## config.mk

```make
export PLATFORM = sky130hd
export DESIGN_NAME = mrc_frame_core
export DESIGN_NICKNAME = d
export VERILOG_FILES = /design/src/hdl/mrc_pkg.sv /design/src/hdl/mrc_frame_core.sv
export SDC_FILE = /design/constraint.sdc
export NUM_CORES = 1
export LEC_CHECK = 0
export BUFFER_PORTS_ARGS = -buffer_cell sky130_fd_sc_hd__clkbuf_2
export CORE_UTILIZATION = 40
export DETAILED_ROUTE_END_ITERATION = 8
export PLACE_DENSITY = 0.56
export SLEW_MARGIN = 25
export SYNTH_ARGS = -nofsm -noshare
export SYNTH_HDL_FRONTEND = slang
export SYNTH_SLANG_ARGS = --single-unit
```

## constraint.sdc

```tcl
create_clock -name clk_i -period 9.19 [get_ports clk_i]
set_clock_uncertainty 0.05 [all_clocks]
set_input_delay 1.838 -clock clk_i [delete_from_list [all_inputs] [get_ports clk_i]]
set_output_delay 1.838 -clock clk_i [all_outputs]
set_load 0.02 [all_outputs]
```

## src/hdl/mrc_pkg.sv

```systemverilog
// Shared types, constants and the CRC-16 byte update for the Modbus RTU response checker.
package mrc_pkg;

  // Largest response frame accepted, in bytes (8 to 256).
  localparam int unsigned MAX_FRAME_BYTES = 16;

  // Width of byte position and stored frame length.
  localparam int unsigned LEN_W = $clog2(MAX_FRAME_BYTES + 1);
  // Width used for the length computed from a byte count (255 + 5).
  localparam int unsigned CNT_W = 9;

  localparam logic [15:0] CRC_INIT = 16'hFFFF;
  localparam logic [15:0] CRC_POLY = 16'hA001;
  localparam logic [7:0]  EXC_FLAG = 8'h80;

  localparam logic [LEN_W-1:0] LEN_EXCEPTION = LEN_W'(5);
  localparam logic [LEN_W-1:0] LEN_WRITE     = LEN_W'(8);
  localparam logic [LEN_W-1:0] LEN_CRC       = LEN_W'(2);
  localparam logic [CNT_W-1:0] LEN_READ_OVH  = CNT_W'(5);

  localparam int unsigned CFG_IDX_W  = 3;
  localparam int unsigned CFG_DATA_W = 16;

  typedef enum logic [CFG_IDX_W-1:0] {
    CFG_UNIT_ID        = 3'd0,
    CFG_FUNC_CODE      = 3'd1,
    CFG_EXPECTED_COUNT = 3'd2,
    CFG_ECHO_ADDRESS   = 3'd3,
    CFG_ECHO_VALUE     = 3'd4
  } cfg_idx_e;

  typedef enum logic [1:0] {
    ST_OK      = 2'd0,
    ST_CRC_ERR = 2'd1,
    ST_BAD     = 2'd2,
    ST_EXC     = 2'd3
  } status_e;

  typedef struct packed {
    logic [7:0]  unit_id;
    logic [6:0]  func_code;
    logic [7:0]  expected_count;
    logic [15:0] echo_address;
    logic [15:0] echo_value;
  } cfg_t;

  typedef struct packed {
    logic       frame_done;
    status_e    status;
    logic [7:0] exception_code;
    logic [7:0] data_byte;
    logic       data_valid;
  } res_t;

  // Reflected CRC-16 update over one byte, LSB first.
  function automatic logic [15:0] crc16_byte(input logic [15:0] crc, input logic [7:0] b);
    logic [15:0] c;
    c = crc ^ {8'h00, b};
    for (int k = 0; k < 8; k++) begin
      if (c[0]) begin
        c = (c >> 1) ^ CRC_POLY;
      end else begin
        c = c >> 1;
      end
    end
    return c;
  endfunction

endpackage

```

## src/hdl/mrc_frame_core.sv

```systemverilog
// Frame state, length decode, CRC and verdict for one received byte per cycle while acc_i is high.
module mrc_frame_core import mrc_pkg::*; (
  input  logic       clk_i,
  input  logic       rst_ni,
  input  cfg_t       cfg_i,
  input  logic       acc_i,
  input  logic       cmd_i,
  input  logic [7:0] rx_byte_i,
  output res_t       res_o
);

  logic             act_q, act_d;
  logic [LEN_W-1:0] pos_q, pos_d;
  logic [15:0]      crc_q, crc_d;
  logic [LEN_W-1:0] tl_q, tl_d;
  logic             mism_q, mism_d;
  logic [7:0]       exc_q, exc_d;
  logic [7:0]       hb0_q, hb0_d, hb1_q, hb1_d, hb2_q, hb2_d;
  logic [7:0]       crcl_q, crcl_d;

  logic             is_read;
  logic [7:0]       exc_fc;
  logic             act;
  logic [LEN_W-1:0] p;
  logic [LEN_W-1:0] tl;
  logic [15:0]      crc;
  logic [CNT_W-1:0] t_rd;
  logic [7:0]       want;
  logic [15:0]      rx_crc;

  assign is_read = cfg_i.func_code inside {[7'd1:7'd4]};
  assign exc_fc  = EXC_FLAG | {1'b0, cfg_i.func_code};
  assign t_rd    = {1'b0, rx_byte_i} + LEN_READ_OVH;
  assign rx_crc  = {rx_byte_i, crcl_q};

  always_comb begin
    // a new-frame byte restarts from the frame's initial state
    act    = cmd_i | act_q;
    p      = cmd_i ? '0 : pos_q;
    tl     = cmd_i ? '0 : tl_q;
    crc    = cmd_i ? CRC_INIT : crc_q;
    act_d  = act;
    pos_d  = p;
    tl_d   = tl;
    crc_d  = crc;
    mism_d = cmd_i ? 1'b0 : mism_q;
    exc_d  = exc_q;
    hb0_d  = hb0_q;
    hb1_d  = hb1_q;
    hb2_d  = hb2_q;
    crcl_d = crcl_q;
    want   = '0;
    res_o  = '0;

    if (act) begin
      if (p == LEN_W'(0)) hb0_d = rx_byte_i;
      if (p == LEN_W'(1)) hb1_d = rx_byte_i;
      if (p == LEN_W'(2)) hb2_d = rx_byte_i;

      if (p == LEN_W'(1) && !is_read) begin
        tl_d = (rx_byte_i == exc_fc) ? LEN_EXCEPTION : LEN_WRITE;
        if (CNT_W'(tl_d) > CNT_W'(MAX_FRAME_BYTES)) begin
          res_o.frame_done = 1'b1;
          res_o.status     = ST_BAD;
          act_d            = 1'b0;
        end
      end

      if (p == LEN_W'(2) && is_read) begin
        if (hb1_q == exc_fc) begin
          tl_d = LEN_EXCEPTION;
        end else if (rx_byte_i != cfg_i.expected_count ||
                     t_rd > CNT_W'(MAX_FRAME_BYTES)) begin
          res_o.frame_done = 1'b1;
          res_o.status     = ST_BAD;
          act_d            = 1'b0;
        end else begin
          tl_d = t_rd[LEN_W-1:0];
        end
      end

      if (act_d) begin
        // echo check on address and value bytes of a normal write response
        if (!is_read && tl_d == LEN_WRITE && p >= LEN_W'(2) && p <= LEN_W'(5)) begin
          if (p == LEN_W'(2))      want = cfg_i.echo_address[15:8];
          else if (p == LEN_W'(3)) want = cfg_i.echo_address[7:0];
          else if (p == LEN_W'(4)) want = cfg_i.echo_value[15:8];
          else                     want = cfg_i.echo_value[7:0];
          if (rx_byte_i != want) mism_d = 1'b1;
        end

        if (tl_d == '0 || p < tl_d - LEN_CRC) begin
          crc_d = crc16_byte(crc, rx_byte_i);
          if (is_read && tl_d != '0 && p >= LEN_W'(3) && hb1_q != exc_fc) begin
            res_o.data_valid = 1'b1;
            res_o.data_byte  = rx_byte_i;
          end
          pos_d = p + LEN_W'(1);
        end else if (p == tl_d - LEN_CRC) begin
          crcl_d = rx_byte_i;
          pos_d  = p + LEN_W'(1);
        end else begin
          res_o.frame_done = 1'b1;
          if (rx_crc != crc) begin
            res_o.status = ST_CRC_ERR;
          end else if (hb0_q != cfg_i.unit_id) begin
            res_o.status = ST_BAD;
          end else if (hb1_q == exc_fc) begin
            exc_d        = hb2_q;
            res_o.status = ST_EXC;
          end else if (hb1_q != {1'b0, cfg_i.func_code}) begin
            res_o.status = ST_BAD;
          end else begin
            exc_d = '0;
            if (!is_read && (tl_d != LEN_WRITE || mism_d)) res_o.status = ST_BAD;
          end
          act_d = 1'b0;
        end
      end
    end

    res_o.exception_code = exc_d;
  end

  always_ff @(posedge clk_i or negedge rst_ni) begin
    if (!rst_ni) begin
      act_q  <= 1'b0;
      pos_q  <= '0;
      crc_q  <= CRC_INIT;
      tl_q   <= '0;
      mism_q <= 1'b0;
      exc_q  <= '0;
    end else if (acc_i) begin
      act_q  <= act_d;
      pos_q  <= pos_d;
      crc_q  <= crc_d;
      tl_q   <= tl_d;
      mism_q <= mism_d;
      exc_q  <= exc_d;
    end
  end

  always_ff @(posedge clk_i) begin
    if (acc_i) begin
      hb0_q  <= hb0_d;
      hb1_q  <= hb1_d;
      hb2_q  <= hb2_d;
      crcl_q <= crcl_d;
    end
  end

endmodule

```

==> run_results.csv <==
group,metric,value,unit
power,pwr-share-comb,31.9,%
clocking,cts_buffer_depth,2,
synthesis,async_reset_ff_share,52.94,%
layout,insertedDiodeCount,0,
power,power_density,199.6,mW/mm^2
floorplan,die_h,115.2,um
synthesis,synth_common_cells,"xnor2_1, nand2_1, nor2_1",
synthesis,avgSynthCellArea,9.147,um^2
setup_path,critPathLaunchType,"input port",
sta,hold_ws,443.5,ps
sta,finalHoldViolations,0,
setup_path,end_kind,"primary output",
global_routing,overflow,0,
layout,layout-drive-gt1-share,25.08,%
synthesis,synth_edf_count,32,
synthesis,synth_cell_types,66,
detailed_routing,first_iter_violations,249,
synthesis,synth_cells,560,
power,internal-power,778.8,uW
setup_path,worstPathArrival,6610,ps
clocking,h-tree-depth,3,
floorplan,start_util,41.78,%
synthesis,ys_seq_area_share,36.74,%
power,ir_drop,84.83,uV
synthesis,synth_top_area_cell,"edfxtp_1",
detailed_routing,drc,0,
global_routing,grt_pass1_vias,4422,
min_path,min_path_type,"flip-flop to flip-flop",
floorplan,fp.dieW,115.2,um
clocking,cts_root_buf,"clkbuf_16",
floorplan,dieArea,0.01326,mm^2
detailed_routing,via_count,4432,
synthesis,synth_top_area_share,18.76,%
sta,rsz0062_at_grt,"false",
sta,setup_violations,0,
sta,final_max_slew_viol_count,0,
clocking,cts_tree,"built",
global_routing,grt_usage,23.35,%
power,p_clk_share,29.5,%
synthesis,synth_area,0.005122,mm^2
placement,port_buffers,86,
clocking,hold_buffers,0,
global_routing,grt_first_pass_wirelength,23540,um
clocking,cts_resized,0,
detailed_routing,vias_per_cell,5.499,
power,switching_share,35.13,%
synthesis,yosysWarnings,0,
detailed_routing,ant_nets,0,
placement,gp_congestion,0.9348,
power,p_switching,421.7,uW
power,p_leak,0.002426,uW
sta,fin_crit_sh,92.42,%
sta,fmax,117.7,MHz
sta,slew_headroom,39.86,%
setup_path,crit_fanout,18,
power,seqPwrFrac,38.6,%
synthesis,ys.flop_type,"edfxtp_1",
synthesis,syn_nets,639,
clocking,numCtsBuffers,9,
sta,fin_setup_tns,0,ps
clocking,cts_setup_buffers,0,
clocking,cts.sinks,68,
floorplan,num_rows,40,
global_routing,grt_antenna_before_repair,0,
global_routing,grt_start_max_net_pins,41,
clocking,path_clk_slew,60,ps
floorplan,core,0.01226,mm^2
detailed_routing,wirelength,14590,um
sta,worst_pin_slew,902.2,ps
flow_run,drv_cap,0,
outcome,status,"complete, no violations",
detailed_routing,wl_per_cell,18.10,um
synthesis,ys_seq_elements,68,
layout,fin_nets,712,
floorplan,io_pins,87,
detailed_routing,firstDrtPassIters,5,
placement,hpwl,10650,um
synthesis,yosysMostFrequentCell,"xnor2_1",
synthesis,synth_area_leaders,"edfxtp_1, xnor2_1, dfrtp_1",
setup_path,criticalPathCategory,"input port to primary output",
sta,finalCriticalPeriod,8493,ps
layout,syn2layout_area_growth,17.42,%
setup_path,required,7300,ps
clocking,clock_latency,340,ps
through the flow:
| step | setup slack [ps] | total power (uW) | utilization [%] | cells | area [um^2] |
|---|---|---|---|---|---|
| after floorplan | 1094 | 749.0 | - | 560 | 5122 |
| after global placement | 843.8 | 839.7 | 46.47 | 790 | 5698 |
| after detailed placement | 699.2 | 850.4 | 46.58 | 790 | 5712 |
| after CTS | 687.7 | 1206 | 49.05 | 806 | 6015 |
| after global routing | 257.5 | 1274 | 49.05 | 806 | 6015 |
| final | 696.8 | 1201 | 49.05 | 806 | 6015 |
layout by cell type (no fill, tap or decap), types with 8 or more instances in the layout:
master	n
clkbuf_2	85
xnor2_1	65
nand2_1	48
nor2_1	42
o21ai_0	36
edfxtp_1	32
a21oi_1	31
and3_1	20
dfrtp_1	20
xor2_1	19
nor3_1	16
dfstp_2	16
and2_1	13
nand4_1	12
inv_1	12
ha_1	12
buf_4	12
mux2_2	11
mux2i_1	11
a211oi_1	10
clkbuf_16	10
o22ai_1	8
worst paths after layout:
kind	start	endpoint	slack (ps)	cells after the start
max reg2reg	pos_q[4]	crc_q[3]	4370	15
max in group asynchronous	rst_ni	act_q	6940	1
max	rx_byte_i[1]	res_o[11]	700	18
min reg2reg	hb2_q[6]	exc_q[6]	440	1
min in group asynchronous	rst_ni	exc_q[4]	1580	1
min	hb2_q[6]	exc_q[6]	440	1
power groups by stage:
stage	Clock (uW)	Combinational [uW]	Sequential, uW
floorplan	0	330	419
global placement	0	373	467
detailed placement	0	381	469
CTS	358	384	463
global route	372	428	473
finish	354	383	463
logic make-up after synthesis:
kind of cell / count (synthesis) / synth area share, %
DFF: 68 / 36.74
AOI/OAI and AO/OA: 131 / 16.61
adders and majority gates: 12 / 2.931
muxes: 23 / 5.007
xor gates and xnor gates: 84 / 14.36
buffers and inverters: 48 / 3.908
and+or+nand+nor: 194 / 20.44
area by class of cell:
class / instances / area, um^2
well taps: 168 / 210.2
inverters: 12 / 45.04
repair buffers: 98 / 520.5
fillers: 1187 / 6247
multi-input cells: 444 / 3054
clock buffers: 10 / 250.2
clock inverters: 6 / 52.55
flip-flops and latches: 68 / 1882
flip-flops by register name, indices dropped and copies added (netlist names):
register  flops
hb2_q         8
act_q         1
crc_q        16
tl_q          5
mism_q        1
hb0_q         8
pos_q         5
crcl_q        8
exc_q         8
hb1_q         8
critical path: stages:
cell,delay [ps]
clkbuf_2,370
ha_1,390
mux2_2,200
o211ai_1,110
o211a_1,200
or4b_4,640
and3_1,220
o21ai_0,270
ha_1,210
xor2_1,160
ha_1,260
and3_1,180
nand3_1,130
nor3b_1,400
nand4_4,180
nor2_4,310
mux2_2,380
clkbuf_2,150
layer usage:
layer  vias up  global-route usage (%)  share of wire [%]
met5         -                       0                  0
met4         0                   6.147                1.6
met2        97                   40.44                 50
met1      2143                   30.53                 45
met3        19                   3.268                3.0
li1       2173                       -                  -
No activity file was read; power rests on OpenSTA's default activity.
